--- config.mk ---
export PLATFORM = sky130hd
export DESIGN_NAME = erf_out_stage
export DESIGN_NICKNAME = d
export VERILOG_FILES = /design/src/erf_pkg.sv /design/src/erf_out_stage.sv
export SDC_FILE = /design/constraint.sdc
export NUM_CORES = 1
export LEC_CHECK = 0
export ABC_AREA = 1
export BUFFER_PORTS_ARGS = -buffer_cell sky130_fd_sc_hd__buf_4
export CORE_UTILIZATION = 42
export DETAILED_ROUTE_END_ITERATION = 8
export PLACE_DENSITY = 0.65
export REMOVE_ABC_BUFFERS = 1
export SLEW_MARGIN = 30
export SYNTH_ARGS = -nofsm -noshare
export SYNTH_HDL_FRONTEND = slang
export SYNTH_SLANG_ARGS = --single-unit
--- constraint.sdc ---
create_clock -name clk_i -period 3.35 [get_ports clk_i]
set_clock_uncertainty 0.2 [all_clocks]
set_input_delay 0.5025 -clock clk_i [delete_from_list [all_inputs] [get_ports clk_i]]
set_output_delay 0.5025 -clock clk_i [all_outputs]
set_load 0.005 [all_outputs]
--- src/erf_pkg.sv ---
package erf_pkg;

  localparam int unsigned SAMPLE_WIDTH_DEF = 16;
  localparam int unsigned XW       = 15;  // clamped x, |x| <= 2.75 in Q.12
  localparam int unsigned SQW      = 23;  // x squared, unsigned Q3.20
  localparam int unsigned HW       = 32;  // Horner value, Q1.30
  localparam int unsigned OUT_W    = 16;  // result, Q1.14
  localparam int unsigned N_CELLS  = 8;
  localparam int          CLAMP_Q12 = 11264;
  localparam int          ONE_Q14   = 16384;

  typedef struct packed {
    logic                  valid;
    logic                  last;
    logic signed [XW-1:0]  x;
    logic        [SQW-1:0] s;
    logic signed [HW-1:0]  h;
  } erf_data_t;

  function automatic logic signed [HW-1:0] coef_q30(input int unsigned k);
    logic signed [HW-1:0] c;
    case (k)
      0:       c = 32'sd1211583437;
      1:       c = -32'sd403757265;
      2:       c = 32'sd120747070;
      3:       c = -32'sd28219930;
      4:       c = 32'sd5119277;
      5:       c = -32'sd694307;
      6:       c = 32'sd65123;
      7:       c = -32'sd3696;
      default: c = 32'sd94;
    endcase
    return c;
  endfunction

endpackage

--- src/erf_out_stage.sv ---
module erf_out_stage
  import erf_pkg::*;
(
  input  logic               clk_i,
  input  logic               rst_ni,
  input  logic               en_i,
  input  erf_data_t          data_i,
  output logic               valid_o,
  output logic [OUT_W-1:0]   erf_value_o,
  output logic               last_o
);

  localparam int unsigned YW = XW + HW;

  logic                  pv_q, pl_q;
  logic signed [YW-1:0]  prod_q;
  logic signed [YW-1:0]  rnd;
  logic signed [YW-29:0] y;
  logic [OUT_W-1:0]      val_d;
  logic                  valid_q, last_q;
  logic [OUT_W-1:0]      val_q;

  assign rnd = prod_q + YW'(134217728);
  assign y   = rnd[YW-1:28];

  always_comb begin
    if (y > (YW-28)'(ONE_Q14)) begin
      val_d = OUT_W'(ONE_Q14);
    end else if (y < -(YW-28)'(ONE_Q14)) begin
      val_d = -OUT_W'(ONE_Q14);
    end else begin
      val_d = y[OUT_W-1:0];
    end
  end

  always_ff @(posedge clk_i or negedge rst_ni) begin
    if (!rst_ni) begin
      pv_q    <= 1'b0;
      pl_q    <= 1'b0;
      prod_q  <= '0;
      valid_q <= 1'b0;
      last_q  <= 1'b0;
      val_q   <= '0;
    end else if (en_i) begin
      pv_q    <= data_i.valid;
      pl_q    <= data_i.last;
      prod_q  <= data_i.x * data_i.h;
      valid_q <= pv_q;
      last_q  <= pl_q;
      val_q   <= val_d;
    end
  end

  assign valid_o     = valid_q;
  assign erf_value_o = val_q;
  assign last_o      = last_q;

  a_out_range: assert property (@(posedge clk_i) disable iff (!rst_ni)
    valid_q |-> ($signed(val_q) <= 16'sd16384) && ($signed(val_q) >= -16'sd16384))
    else $error("result outside plus or minus one");

endmodule

Word-level counts from Yosys, hierarchy flattened
Cells that the tools add are included.

Register bits: 67. Input bits: 75. Output and inout bits: 18. Word-level logic and storage cells: 12.

$add $sub $neg: 1. Multiply operators: 1. $lt $le $gt $ge: 2. Muxes and demuxes: 2.

Operators by type and width (number): adder 47 x 29 -> 47 bit (second input constant) (1); multiplier 15 x 32 -> 47 bit (1); two-way mux 16 bit (2); > comparator 19 x 16 -> 1 bit (second input constant) (1); < comparator 19 x 15 -> 1 bit (second input constant) (1).

Longest topological paths before layout
Depth after elaboration: 4. Depth in mapped cells: 29.

Worst setup path before layout
Ideal clock, no wire load.

Kind: input to register. Start: input port data_i[31] in the netlist's numbering. End: register prod_q[45]. Data arrival time: 5523 ps. Required time: 3024 ps. Setup slack: -2499 ps. Stages on the path: 22. Path buffers: 1. Path through: clkbuf_1 > nand2_1 > inv_1 > fa_1 > fa_1 > fa_1 > fa_1 > inv_1 > fa_1 > fa_1 > inv_1 > ha_1 > inv_1 > nor3_1 > and2_1 > nand2_1 > nor2_1 > nand2_1 > nand3_1 > nand2_1 > nand2_1 > o21ai_0.

Word-level cells in the longest chain between the ends: 1.

RTL lines: from (decl) (RTL line erf_out_stage.sv:7) `input erf_data_t data_i,`; multiplier 15 x 32 -> 47 bit (RTL line erf_out_stage.sv:47) `prod_q <= data_i.x * data_i.h;`; to (signal assigned) (RTL line erf_out_stage.sv:47); to (decl) (RTL line erf_out_stage.sv:16) `logic signed [YW-1:0] prod_q;`.

Every way passes these cells. A chain may end at the register's enable or synchronous reset.

Final worst setup path
Start: input port data_i[69] in the netlist's numbering. End: register prod_q[40].

The elaborated chain is that of the path after synthesis.

==> results.json <==
{
  "worst_pin_slew_ns": 0.572,
  "clock_latency_ns": 0.29,
  "clockBufferDepth": 2,
  "synth.yosys.warnings": 0,
  "area_growth_pct": 28.5,
  "portBuffers": 69,
  "yosysMostFrequentCell": "nand2_1",
  "final_nets": 3489,
  "finalSetupViolCount": 20,
  "rows": 78,
  "firstDrtPassIters": 5,
  "ys.flop_type": "dfrtp_1",
  "grt-busiest-layer": "met2",
  "yosysTopAreaCell": "fa_1",
  "netlist_area_um2": 19300,
  "fin_crit_ns": 5.66,
  "num_vias": 16924,
  "final_area_um2": 24800,
  "grt_util_met2": 0.440,
  "diodes": 0,
  "finalCritPeriodShare": 1.69,
  "cts.clk_slew.worst_paths_ns": 0.07,
  "rsz0062_at_grt": "yes",
  "hold_buffers": 0,
  "coreArea_um2": 45400,
  "synth_seq_area_share": 0.0519,
  "antenna_left": 0,
  "cp-start-kind": "input pin",
  "cts_tree": "built",
  "totalWireLength_um": 54900,
  "synthCells": 2594,
  "grt_first_pass_wirelength_um": 91800,
  "crit_type": "in -> reg",
  "synth-edff-count": 0,
  "yosys.area.top_type_share": 0.459,
  "crit_path_max_fanout": 5,
  "dieArea_um2": 46800,
  "synth_common_cells": "772 x nand2_1, 737 x inv_1, 442 x fa_1",
  "outcome": "finished with violations",
  "cts_root_buf": "clkbuf_16",
  "cts_buffers": 5,
  "fp.dieH_um": 216,
  "h-tree-depth": 2,
  "violations": "setup timing",
  "grt_antenna_before_repair": 0,
  "whs_ns": 0.00988,
  "cts_sinks": 40,
  "synthArstFlopShare": 1.00,
  "grt_pass1_vias": 18751,
  "grt_usage": 0.243,
  "vias_per_cell": 4.89,
  "use_met3": 0.0272,
  "ys_top_cells_by_area": "fa_1 46%, nand2_1 15%, inv_1 14%",
  "synth_cell_types": 31,
  "required_ns": 3.38,
  "min-delay-path-class": "in -> async",
  "max-slew-margin-rel": 0.616,
  "die_w_um": 216,
  "drc": 0,
  "timing.fmax_mhz": 177,
  "maxCapViolations": 0,
  "grt_max_degree": 41,
  "worstPathArrival_ns": 5.69,
  "worstSetupEndpointType": "register",
  "pin_count": 93,
  "setup_ws_ns": -2.31,
  "maxSlewViolCount": 0,
  "grt_overflow_total": 0,
  "dp_hpwl_um": 46100,
  "initial_utilization": 0.425,
  "drive_gt1_frac": 0.243,
  "gp_congestion": 0.911,
  "hold_viol_final": 0,
  "met1_usage": 0.303,
  "drtIter0Drc": 978,
  "avgSynthCellArea_um2": 7.44,
  "wl_per_cell_um": 15.9,
  "placed_cell_area_um2": 22200,
  "synth_seq_cells": 40
}
-- routing by layer --
layer / vias up / part of all wire / routed length (um)
met2: 470 / 0.51 / 28000
li1: 7886 / - / -
met4: 0 / 0.031 / 1730
met1: 8459 / 0.41 / 22400
met3: 109 / 0.051 / 2780
met5: - / 0 / 0
-- path summary, 6_finish.rpt --
| kind | startpoint | endpoint | slack, ns | cells after the start |
|---|---|---|---|---|
| hold reg to reg | valid_o | valid_o | 0.27 | 2 |
| max in group asynchronous | rst_ni | prod_q[35] | 2.56 | 1 |
| setup / recovery | data_i[69] | prod_q[40] | -2.31 | 26 |
| min in group clk_i | data_i[70] | pl_q | 0.22 | 3 |
| hold / removal | rst_ni | prod_q[31] | 0.01 | 1 |
| setup reg to reg | prod_q[27] | erf_value_o[7] | 0.69 | 11 |
-- logic make-up (layout without fill, tap and decap cells) --
logic type,count (synthesis),count (layout),synth area share
xor+xnor,16,16,0.00726
fa+ha+maj,555,555,0.532
compound gates,119,119,0.0339
simple gates,1038,1038,0.214
buf+inv,826,1092,0.161
flops,40,40,0.0519
-- worst max-delay path: stages --
cell and delay (ns):
buf_6 0.09, inv_4 0.05, buf_12 0.11, buf_12 0.14, buf_6 0.12, nor2_4 0.04
fa_2 0.54, fa_2 0.45, fa_2 0.56, fa_2 0.48, fa_1 0.50, inv_1 0.05
fa_1 0.47, inv_1 0.06, ha_4 0.27, a21o_1 0.19, nor2_1 0.17, buf_4 0.14
nor2_1 0.03, nor2_1 0.13, o21ai_1 0.10, nand2_1 0.14, nand3_1 0.11, nand2_1 0.09
nand3_2 0.08, nand2_1 0.07
-- layout by cell type (no fill, tap or decap), types with 20 or more instances in the layout --
cell type / count
buf_4: 262
a21oi_2: 20
ha_4: 35
inv_2: 58
buf_6: 40
a21oi_1: 20
inv_1: 680
nor2_2: 29
nand2_2: 52
buf_12: 29
fa_1: 423
nor2_1: 96
nand3_1: 44
dfrtp_1: 40
ha_1: 78
nand2_4: 20
nand2_1: 703
nor2_4: 36
-- state kept, by name (all words and copies together), names as in the netlist --
signal and count:
valid_o 1, last_o 1, prod_q 20, pv_q 1, erf_value_o 16, pl_q 1
-- layout make-up --
cell class	count	area, um^2
Multi-Input combinational cell	1728	16800
Tap cell	600	751
Fill cell	4151	20600
Timing Repair Buffer	344	3250
Sequential cell	40	1000
Inverter	740	2780
Clock inverter	2	38.8
Clock buffer	6	139
-- through the flow --
step	TNS, ns	utilization	instances	setup WS [ns]
after global routing	-47.37	0.546	3460	-2.45
after CTS	-43.41	0.525	3448	-2.27
after detailed placement	-55.68	0.490	3419	-2.93
final	-43.48	0.546	3460	-2.31
after floorplan	-43.24	-	2508	-2.32
after global placement	-55.00	0.490	3419	-2.91
-- repair_timing --
| action | 4_1_cts | 5_1_grt |
|---|---|---|
| buffers inserted | 21 | 13 |
| resized for setup | 309 | 237 |
| endpoints found under the setup margin | 20 | 20 |
| gates cloned | 1 | 1 |
| pin swaps | 82 | 150 |
Power is not shown: default switching activity piles up to over one toggle a cycle in this logic, so the estimate is an artifact.
