==> config.mk <==
export PLATFORM = sky130hd
export DESIGN_NAME = erf_prep
export DESIGN_NICKNAME = d
export VERILOG_FILES = /design/src/erf_pkg.sv /design/src/erf_prep.sv
export SDC_FILE = /design/constraint.sdc
export NUM_CORES = 1
export LEC_CHECK = 0
export BUFFER_PORTS_ARGS = -buffer_cell sky130_fd_sc_hd__buf_2
export CAP_MARGIN = 20
export CORE_MARGIN = 3
export CORE_UTILIZATION = 62
export DETAILED_ROUTE_END_ITERATION = 12
export PLACE_DENSITY = 0.8
export SETUP_SLACK_MARGIN = 0.2
export SLEW_MARGIN = 40
export SYNTH_ARGS = -nofsm -noshare
export SYNTH_HDL_FRONTEND = slang
export SYNTH_SLANG_ARGS = --single-unit
export TNS_END_PERCENT = 1
==> constraint.sdc <==
create_clock -name clk_i -period 1.2 [get_ports clk_i]
set_input_delay 0.18 -clock clk_i [delete_from_list [all_inputs] [get_ports clk_i]]
set_output_delay 0.18 -clock clk_i [all_outputs]
set_load 0.02 [all_outputs]
==> src/erf_pkg.sv <==
package erf_pkg;

  localparam int unsigned SAMPLE_WIDTH_DEF = 16;
  localparam int unsigned XW       = 15;  // clamped x, |x| <= 2.75 in Q.12
  localparam int unsigned SQW      = 23;  // x squared, unsigned Q3.20
  localparam int unsigned HW       = 32;  // Horner value, Q1.30
  localparam int unsigned OUT_W    = 16;  // result, Q1.14
  localparam int unsigned N_CELLS  = 8;
  localparam int          CLAMP_Q12 = 11264;
  localparam int          ONE_Q14   = 16384;

  typedef struct packed {
    logic                  valid;
    logic                  last;
    logic signed [XW-1:0]  x;
    logic        [SQW-1:0] s;
    logic signed [HW-1:0]  h;
  } erf_data_t;

  function automatic logic signed [HW-1:0] coef_q30(input int unsigned k);
    logic signed [HW-1:0] c;
    case (k)
      0:       c = 32'sd1211583437;
      1:       c = -32'sd403757265;
      2:       c = 32'sd120747070;
      3:       c = -32'sd28219930;
      4:       c = 32'sd5119277;
      5:       c = -32'sd694307;
      6:       c = 32'sd65123;
      7:       c = -32'sd3696;
      default: c = 32'sd94;
    endcase
    return c;
  endfunction

endpackage

==> src/erf_prep.sv <==
module erf_prep
  import erf_pkg::*;
#(
  parameter int unsigned SAMPLE_WIDTH = SAMPLE_WIDTH_DEF
) (
  input  logic                    clk_i,
  input  logic                    rst_ni,
  input  logic                    en_i,
  input  logic                    valid_i,
  input  logic [SAMPLE_WIDTH-1:0] sample_i,
  input  logic                    last_i,
  output erf_data_t               data_o
);

  localparam logic signed [32:0] ClampPos = 33'(CLAMP_Q12);
  localparam logic signed [32:0] ClampNeg = -33'(CLAMP_Q12);

  logic signed [32:0]    xe;
  logic signed [XW-1:0]  x_c;
  logic signed [2*XW-1:0] sq;
  logic [2*XW-1:0]       sq_r;
  erf_data_t             data_d, data_q;

  assign xe = 33'($signed(sample_i));

  always_comb begin
    if (xe > ClampPos) begin
      x_c = XW'(CLAMP_Q12);
    end else if (xe < ClampNeg) begin
      x_c = -XW'(CLAMP_Q12);
    end else begin
      x_c = xe[XW-1:0];
    end
  end

  assign sq   = x_c * x_c;
  assign sq_r = $unsigned(sq) + (2*XW)'(8);

  always_comb begin
    data_d.valid = valid_i;
    data_d.last  = last_i;
    data_d.x     = x_c;
    data_d.s     = sq_r[SQW+3:4];
    data_d.h     = coef_q30(N_CELLS);
  end

  always_ff @(posedge clk_i or negedge rst_ni) begin
    if (!rst_ni) begin
      data_q <= '0;
    end else if (en_i) begin
      data_q <= data_d;
    end
  end

  assign data_o = data_q;

  a_x_clamped: assert property (@(posedge clk_i) disable iff (!rst_ni)
    data_q.valid |-> (data_q.x <= XW'(CLAMP_Q12)) && (data_q.x >= -XW'(CLAMP_Q12)))
    else $error("clamped sample out of range");

  a_sq_range: assert property (@(posedge clk_i) disable iff (!rst_ni)
    data_q.valid |-> data_q.s <= SQW'(7929856))
    else $error("square out of range");

endmodule

# ---- Word level (Yosys, flattened, before mapping)
# Index checks and enable logic that the tools add are counted.
dict set report word_totals {
  regBits 41
  inputBits 21
  out_inout_bits 72
}
dict set report classes {
  n_mux 2
  multipliers 1
  n_addsub 1
  order_cmp 2
}
# op count
set ops {}
lappend ops {{15-bit two-way mux} 2}
lappend ops {{27-bit by 4-bit adder with 27-bit output (second input constant)} 1}
lappend ops {{15-bit by 15-bit multiplier with 27-bit output} 1}
lappend ops {{16-bit by 15-bit greater-than comparator with 1-bit output (second input constant)} 1}
lappend ops {{16-bit by 15-bit less-than comparator with 1-bit output (second input constant)} 1}

# ---- Logic depth before layout (Yosys ltp)
# Gate-level depths: netlist (run 1).
dict set report depth {
  depth_word 5
  mapped_depth 29
  depth_no_buf 27
}

# ---- Worst setup path before layout (run 1)
# No wires, ideal clock.
dict set report synth_timing {
  kind {input -> register}
  startpoint {input sample_i[11]}
  endpoint {register data_q, in the netlist data_o[53]}
  slack_ps -5324
  arrival_time_ps 6393
  path_stages 28
  required_ps 1069
  cell_sequence {buf_2 -> and4b_1 -> and4_1 -> or3_4 -> and3_1 -> clkbuf_1 -> buf_2 -> nand2_1 -> fa_1 -> fa_1 -> inv_1 -> fa_1 -> inv_1 -> fa_1 -> inv_1 -> fa_1 -> inv_1 -> fa_1 -> inv_1 -> ha_1 -> nor3_1 -> o21bai_1 -> a21oi_1 -> a21oi_1 -> a22oi_1 -> a21oi_1 -> and4_1 -> or3_1}
}
dict set report synth_between {
  elab_chain_cells 5
  word_cells_on_any_way 6
}
# element line
set synth_lines {}
lappend synth_lines {{from (decl)} erf_prep.sv:10} ;# input logic [SAMPLE_WIDTH-1:0] sample_i,
lappend synth_lines {{16-bit by 15-bit less-than comparator with 1-bit output} erf_prep.sv:29} ;# end else if (xe < ClampNeg) begin
lappend synth_lines {{15-bit two-way mux} erf_prep.sv:29}
lappend synth_lines {{15-bit two-way mux *} erf_prep.sv:27} ;# if (xe > ClampPos) begin
lappend synth_lines {{net x_c[7]} erf_prep.sv:19} ;# logic signed [XW-1:0] x_c;
lappend synth_lines {{15-bit by 15-bit multiplier with 27-bit output *} erf_prep.sv:36} ;# assign sq = x_c * x_c;
lappend synth_lines {{27-bit by 4-bit adder with 27-bit output *} erf_prep.sv:37} ;# assign sq_r = $unsigned(sq) + (2*XW)'(8);
lappend synth_lines {{to (signal assigned)} erf_prep.sv:51} ;# data_q <= data_d;
lappend synth_lines {{to (decl)} erf_prep.sv:22} ;# erf_data_t data_d, data_q;
# Mark *: on every way through the listed nets, which the timed path passes. The rest lies on a longest branch.
# A chain may end at the register's enable or synchronous reset.

# ---- Worst setup path after layout (run 1)
dict set report layout_timing {
  startpoint {input sample_i[3]}
  endpoint {register data_q, in the netlist data_o[53]}
}
dict set report layout_between {
  elab_chain_cells 5
  word_cells_on_any_way 6
}
# element line
set layout_lines {}
lappend layout_lines {{16-bit by 15-bit less-than comparator with 1-bit output} erf_prep.sv:29}
lappend layout_lines {{15-bit two-way mux} erf_prep.sv:29}
lappend layout_lines {{15-bit two-way mux *} erf_prep.sv:27}
lappend layout_lines {{15-bit by 15-bit multiplier with 27-bit output *} erf_prep.sv:36}
lappend layout_lines {{27-bit by 4-bit adder with 27-bit output *} erf_prep.sv:37}
# Mark *: on every way between the ends. The rest lies on a longest branch, timed or not.

==> impl_metrics.ini, run 1 <==
[sta]
hold_slack_ns = 0.116
rsz0062_at_grt = yes
finalWorstPathRequiredPeriod_ns = 6.65
slew_headroom_pct = 66.1
finalSetupTns_ns = -112.14
fin_worst_skew_ns = 0
hold_viol_final = 0
setup_viol = 37
max_freq_mhz = 150
drv_slew = 0
setup_ws_ns = -5.45
tightestPinTransition_ns = 0.505
min_period_over_period_pct = 555

[die]
ioPinCount = 93
initial_utilization_pct = 64.6
fp.dieH_um = 127
die_area_mm2 = 0.0162
rows = 43
die_w_um = 127
core-area_mm2 = 0.0141

[synth]
synth_seq_cells = 41
synth_edf_count = 0
yosysTopAreaCell = fa_1
seq_area_frac_synth_pct = 11.3
synth_top_area_share_pct = 39.1
yosysWarnings = 0
synth_cell_types = 56
synth_commonest_cells = inv_1 (252), fa_1 (178), nand2_1 (78)
yosysMostFrequentCell = inv_1
synthCells = 981
synth.avg_cell_area_um2 = 9.28
synth_area_mm2 = 0.00910
synth_top_flop_cell = dfrtp_1
ys_async_sr_fraction_pct = 100
yosys-top-cells-area = fa_1 (39%), dfrtp_1 (11%), inv_1 (10%), ha_1 (10%), mux2_2 (3.5%)

[worst_setup_path]
crit_fanout = 8
critPathRequiredTime_ns = 1.38
crit_start = sample_i[3]
crit_path_end_kind = flop
rrSetupSlack_ns = 0.06
worst-r2r-cell-count = 3
cp.arrival_ns = 6.83
critPathCapture = data_o[53]$_DFFE_PN0P_
worstReg2RegEnd = data_o[51]$_DFFE_PN0P_
r2r_start = data_o[51]$_DFFE_PN0P_
crit_type = in2reg
worst_setup_path_start_kind = input port

[clocking]
cts.path.max_buffers = 2
cts_sinks = 41
cts_root_buf = clkbuf_16
numCtsBuffers = 5
worstSkewPairLatency_ns = 0.29
path_clk_slew_ns = 0.06
htreeDepth = 2
cts_tree = done

[place]
port_buffers = 65
placedCellCount = 1369
gp_congestion = 0.990
hpwlAfterDp_um = 19800

[worst_hold_path]
holdCritPathClass = in2reg

[pwr]
p_per_area_mw_per_mm2 = 3250
irDropWorstVdd_mv = 7.74
cellLeakagePower_nw = 6.43
total_power_w = 0.0390

[detailed_routing]
viasPerCell = 6.04
drt_iter0_drc = 859
num_vias = 8396
drt-pass1-iter-count = 10
wl_per_cell_um = 23.0
drtAntennaViolNets = 0
drt_wl_total_um = 31900
drc_errors = 4

[grt]
grt_antenna_before_repair = 0
grt_pass1_wl_um = 45400
grt_pass1_vias = 9362
grt_max_degree = 31
grt.total_usage_pct = 36.2
grt.overflow.total = 0

[finish]
final_nets = 1482
finalNonFillerCells = 1390
largest_register_ffs = 41
drive_above_1_share_pct = 35.1
syn_to_final_growth_pct = 32.1

[status]
violations = DRC, setup timing
status = finished with violations

[job]
cap_violations = 0
==> placed cells by master (no fill, tap or decap), drive strengths merged, types with 4 or more instances in the layout <==
master  instances
nor2b           5
inv           262
or3             4
ha             75
clkbuf          5
o21ai          18
o21bai          4
nor2           39
a21oi          26
mux2           29
and3           13
nand2          78
a21o            8
nand3          16
dfrtp          41
conb           27
xor2            8
xnor2          27
buf           257
fa            178
and2           30
nand2b          7
nor3            6
==> power by group <==
part	leakage, nW	switching, W	total (W)	internal, W
logic	5.87	0.0183	0.0353	0.0170
clock network	0.0696	0.000590	0.00135	0.000763
registers	0.490	0.000406	0.00237	0.00196
==> worst max-delay path, stage by stage <==
cell     delay, ns
buf_2         0.13
nor4_2        0.27
and4_1        0.26
or3_4         0.21
nand2_4       0.07
nor2_4        0.18
nand2_1       0.27
fa_2          0.75
fa_1          0.47
inv_1         0.12
fa_1          0.45
fa_1          0.50
fa_1          0.50
inv_1         0.07
fa_1          0.52
inv_2         0.06
ha_4          0.24
a21oi_4       0.12
o21ai_2       0.08
nor4_2        0.31
a21oi_2       0.15
a22oi_2       0.25
a21oi_2       0.12
and4_1        0.21
or3_1         0.33
==> stage by stage <==
stage          worst slack [ns]  utilization (%)  cell area [um^2]
2_1_floorplan             -5.10                -              9300
3_3_place_gp              -5.47             77.1             10900
3_5_place_dp              -5.53             77.1             10900
4_1_cts                   -4.95             82.6             11600
5_1_grt                   -5.62             85.3             12000
6_report                  -5.45             85.3             12000
==> worst min path at each step <==
stage                                  end    start  slack (ns)  depth (start not counted)
floorplan            data_o[1]$_DFFE_PN0P_   rst_ni       -0.12                          0
global placement    data_o[41]$_DFFE_PN0P_   rst_ni        0.08                          1
detailed placement  data_o[41]$_DFFE_PN0P_   rst_ni        0.08                          1
CTS                 data_o[71]$_DFFE_PN0P_  valid_i        0.11                          2
global route        data_o[71]$_DFFE_PN0P_  valid_i        0.12                          2
finish              data_o[71]$_DFFE_PN0P_  valid_i        0.12                          2
==> layer usage <==
| metal | wire, um | global-route usage (%) | vias to the layer above |
|---|---|---|---|
| met5 | 0 | 0 | - |
| met4 | 3180 | 23.0 | 0 |
| met3 | 2770 | 8.07 | 293 |
| met2 | 15900 | 65.4 | 646 |
| met1 | 10100 | 38.0 | 4114 |
| li1 | - | - | 3343 |
==> layout make-up <==
cell class / instances / area (um^2)
antenna: 1 / 2.50
sequential: 41 / 1030
fill: 622 / 2070
multi-input combinational: 639 / 7440
tap: 180 / 225
clock inverter: 3 / 17.5
timing repair buffer: 258 / 2200
clock buffer: 5 / 125
inverter: 263 / 987
==> repair_timing <==
item / 4_1_cts / 5_1_grt
buffers inserted: 5 / 6
hold endpoints to repair: 11 / 0
hold buffers: 1 / 0
gates resized for setup: 163 / 76
setup endpoints to repair: 81 / 82
pin swaps: 26 / 33
==> logic make-up after synthesis <==
group	count (synthesis)	share of synthesized area, %
other	1	0.0412
adder cells (fa/ha/maj)	253	49.5
buffers and inverters	327	15.0
multiplexers	31	3.85
AND/OR/NAND/NOR	211	11.2
XOR/XNOR	35	3.45
AO/OA/AOI/OAI	82	5.75
flip-flops	41	11.3
Power figures use the tool's default switching activity.
==> inputs of run 2 (changes only) <==
- BUFFER_PORTS_ARGS: -buffer_cell sky130_fd_sc_hd__buf_2 -> default
- CORE_UTILIZATION: 62 -> 65
- DONT_BUFFER_PORTS: default -> 1
- PLACE_DENSITY: 0.8 -> 0.78
==> impl_metrics.ini, run 2 (synthesis gave the netlist of run 1 again) <==
[status]
status = finished with violations
violations = hold timing, setup timing

[finish]
final_util_pct = 84.2
fin_area_mm2 = 0.0113
final_cell_mix = inv_1 (245), fa_1 (166), buf_4 (145)
drive_above_1_share_pct = 30.7
area.sequential_mm2 = 0.00103
multi_input_area_mm2 = 0.00754
final_common_cell = inv_1
syn_to_final_growth_pct = 24.5
nFillCells = 671
antenna_cells = 0
final_nets = 1392
largest_register_ffs = 41

[clocking]
cts_tree = done
path_clk_slew_ns = 0.08
worstSkewPairLatency_ns = 0.28
cts.path.max_buffers = 2
htreeDepth = 2
numCtsBuffers = 5
cts_sinks = 41
cts_root_buf = clkbuf_16

[worst_setup_path]
crit_family = adder cells
crit_type = in2reg
slowest_stage = fa_1
worstReg2RegEnd = data_o[51]$_DFFE_PN0P_
cp_num_buf_inv = 8
crit_path_end_kind = flop
worst_path_most_repeated_cell = fa_1
worst_setup_path_start_kind = input port
slowest_delay_ns = 0.56
worst-r2r-cell-count = 3
critPathRequiredTime_ns = 1.37
crit_start = sample_i[11]
crit_fanout = 10
r2r_start = data_o[51]$_DFFE_PN0P_
rrSetupSlack_ns = 0.10
cp.arrival_ns = 6.41

[die]
rows = 42
core-area_mm2 = 0.0135
initial_utilization_pct = 67.7
ioPinCount = 93
fp.dieH_um = 124
die_area_mm2 = 0.0155
die_w_um = 124

[worst_hold_path]
holdCritPathClass = in2async

[place]
hpwlAfterDp_um = 19300
port_buffers = 0
preCtsSetupSlack_ns = -5.31
gp_congestion = 0.969
placed_area_mm2 = 0.0103

[grt]
grt_antenna_before_repair = 0
grt_pass1_vias = 8501
grt_pass1_wl_um = 41700
grt_max_degree = 56
grt.total_usage_pct = 33.6
grt.overflow.total = 0

[sta]
rsz0062_at_grt = yes
drv_slew = 0
setup_viol = 33
min_period_over_period_pct = 520
finalSetupTns_ns = -102.14
fin_worst_skew_ns = 0
max_freq_mhz = 160
hold_viol_final = 41
finalWorstPathRequiredPeriod_ns = 6.24
hold_slack_ns = -0.427
setup_ws_ns = -5.04

[detailed_routing]
drtAntennaViolNets = 0
wl_per_cell_um = 21.6
drt_wl_total_um = 28000
drt-pass1-iter-count = 5
num_vias = 7587
drc_errors = 0
drt_iter0_drc = 738
viasPerCell = 5.86

[pwr]
irDropWorstVdd_mv = 6.86
total_power_w = 0.0371
cellLeakagePower_nw = 5.97
p_per_area_mw_per_mm2 = 3280

[job]
cap_violations = 0
## run 2: final cells by class
type / instances / share of cell area [%]
Clock inverter: 3 / 0.607
Tap cell: 176 / 1.94
Multi-Input combinational cell: 640 / 66.6
Clock buffer: 5 / 1.10
Timing Repair Buffer: 167 / 12.0
Inverter: 263 / 8.71
Sequential cell: 41 / 9.06
## run 2: per-layer routing
metal | GRT usage (%) | share of wire (%)
met1 | 37.0 | 32
met2 | 61.1 | 52
met3 | 6.90 | 8.3
met4 | 17.4 | 7.7
met5 | 0 | 0
## run 2: stage by stage
step,hold WS [ns],instances
finish,-0.427,1295
global route,-0.433,1295
CTS,-0.425,1282
detailed placement,-0.115,1271
global placement,-0.115,1271
floorplan,-0.116,1007
## run 2: worst max-delay path by stage
stage                                   endpoint  slack, ns  cells after the start
after global placement    data_o[54]$_DFFE_PN0P_      -5.21                     23
after floorplan           data_o[53]$_DFFE_PN0P_      -5.10                     28
after detailed placement  data_o[54]$_DFFE_PN0P_      -5.31                     24
after global routing      data_o[47]$_DFFE_PN0P_      -5.24                     24
after CTS                 data_o[54]$_DFFE_PN0P_      -4.84                     24
final                     data_o[50]$_DFFE_PN0P_      -5.04                     27
## run 2: repair_timing
item	CTS	global route
buffers inserted	2	11
endpoints found under the hold margin	45	42
setup endpoints to repair	44	45
gates resized for setup	78	86
pin swaps	25	71
gates cloned	0	1
hold buffers	1	1
## run 2: where the power goes
group / switching (W) / internal, W
sequential: 0.000861 / 0.00196
combinational: 0.0166 / 0.0158
clock: 0.000633 / 0.00120
==> inputs of run 3 (changes only) <==
- GPL_TIMING_DRIVEN: default -> 0
==> impl_metrics.ini, run 3 (synthesis gave the netlist of run 1 again) <==
[clocking]
path_clk_slew_ns = 0.07
numCtsBuffers = 5
htreeDepth = 2
cts_tree = done
cts.path.max_buffers = 2
worstSkewPairLatency_ns = 0.29
cts_sinks = 41
cts_root_buf = clkbuf_16

[die]
core-area_mm2 = 0.0135
ioPinCount = 93
initial_utilization_pct = 67.7
die_area_mm2 = 0.0155
fp.dieH_um = 124
die_w_um = 124
rows = 42

[status]
status = finished with violations
violations = hold timing, setup timing

[worst_setup_path]
critPathCapture = data_o[47]$_DFFE_PN0P_
cp_num_cells = 29
slowest_delay_ns = 0.54
critPathRequiredTime_ns = 1.37
worst-r2r-cell-count = 3
rrSetupSlack_ns = -0.01
cp.arrival_ns = 6.54
crit_start = sample_i[11]
cp_num_buf_inv = 9
worstReg2RegEnd = data_o[51]$_DFFE_PN0P_
worst_setup_path_start_kind = input port
slowest_stage = fa_1
r2r_start = data_o[51]$_DFFE_PN0P_
crit_fanout = 10
crit_family = adder cells
worst_path_most_repeated_cell = fa_1
crit_path_end_kind = flop
crit_type = in2reg

[grt]
grt_pass1_wl_um = 37600
grt.overflow.total = 0
grt.total_usage_pct = 30.5
grt_antenna_before_repair = 0
grt_max_degree = 42
grt_pass1_vias = 7434

[pwr]
cellLeakagePower_nw = 5.60
irDropWorstVdd_mv = 5.21
total_power_w = 0.0299
p_per_area_mw_per_mm2 = 2820

[detailed_routing]
drc_errors = 0
num_vias = 6842
drt-pass1-iter-count = 5
drt_wl_total_um = 23300
drtAntennaViolNets = 0
viasPerCell = 5.57
drt_iter0_drc = 521
wl_per_cell_um = 19.0

[sta]
min_period_over_period_pct = 530
hold_viol_final = 41
slew_headroom_pct = 52.2
finalWorstPathRequiredPeriod_ns = 6.36
rsz0062_at_grt = yes
hold_slack_ns = -0.425
fin_worst_skew_ns = 0
max_freq_mhz = 157
tightestPinTransition_ns = 0.717
setup_ws_ns = -5.16
drv_slew = 0
setup_viol = 36

[finish]
final_cell_mix = inv_1 (244), fa_1 (168), nand2_1 (67)
largest_register_ffs = 41
final_util_pct = 78.7
final_nets = 1326
drive_above_1_share_pct = 23.0
finalNonFillerCells = 1229
antenna_cells = 0
syn_to_final_growth_pct = 16.4
final_common_cell = inv_1

[place]
gp_congestion = 0.926
placedCellCount = 1183
port_buffers = 0
preCtsSetupSlack_ns = -6.27
hpwlAfterDp_um = 17500

[worst_hold_path]
holdCritPathClass = in2async

[job]
cap_violations = 0
[run 3: cell types whose count changed in the layout (fill, tap and decap cells not counted), moves of 4 or more]
cell	before	now
a21oi_2	16	10
clkbuf_1	0	9
buf_6	16	12
clkbuf_8	0	5
ha_1	54	61
o21ai_0	2	6
buf_4	145	62
ha_4	21	12
clkbuf_2	0	4
a21oi_1	8	15
[run 3: worst min-delay path by stage]
stage	from	slack, ns	to	cells after the start
floorplan	rst_ni	-0.12	data_o[1]$_DFFE_PN0P_	0
global placement	rst_ni	-0.11	data_o[39]$_DFFE_PN0P_	0
detailed placement	rst_ni	-0.11	data_o[39]$_DFFE_PN0P_	0
CTS	rst_ni	-0.43	data_o[55]$_DFFE_PN0P_	0
global route	rst_ni	-0.43	data_o[55]$_DFFE_PN0P_	0
finish	rst_ni	-0.42	data_o[55]$_DFFE_PN0P_	0
[run 3: worst reg2reg max path, stage by stage (launching register included)]
cell and delay, ns:
dfrtp_1 0.46, nor2b_1 0.17, a31o_2 0.20, a311o_1 0.26
[run 3: where the power goes]
| part | leakage (nW) | internal, W | switching, W |
|---|---|---|---|
| clock network | 0.0944 | 0.00120 | 0.000625 |
| registers | 0.490 | 0.00195 | 0.000891 |
| logic | 5.01 | 0.0116 | 0.0136 |
| total | 5.60 | 0.0148 | 0.0151 |
[run 3: repair_timing]
action                                  4_1_cts  5_1_grt
resized for setup                           107       59
setup buffers                                26       12
endpoints found under the hold margin        41       41
endpoints found under the setup margin       42       42
pin swaps                                    35       50
[run 3: final cells by class]
type / instances / area (um^2)
Tap cell: 176 / 220
Inverter: 263 / 990
Buffer: 64 / 554
Fill cell: 863 / 2860
Timing Repair Buffer: 38 / 309
Sequential cell: 41 / 1030
Clock inverter: 3 / 68.8
Clock buffer: 5 / 125
Multi-Input combinational cell: 639 / 7300
[run 3: metal layers]
| metal | global-route usage (%) | vias up | wire [um] |
|---|---|---|---|
| met5 | 0 | - | 0 |
| met4 | 9.61 | 0 | 843 |
| met3 | 5.19 | 70 | 1490 |
| met2 | 53.6 | 277 | 12100 |
| met1 | 38.7 | 3468 | 8870 |
| li1 | - | 3027 | - |
[run 3: stage by stage]
| stage | instance area, um^2 | TNS (ns) |
|---|---|---|
| 6_report | 10600 | -105.31 |
| 4_1_cts | 10300 | -103.02 |
| 3_5_place_dp | 9520 | -134.53 |
| 3_3_place_gp | 9520 | -132.91 |
| 2_1_floorplan | 9300 | -106.62 |
| 5_1_grt | 10600 | -109.03 |
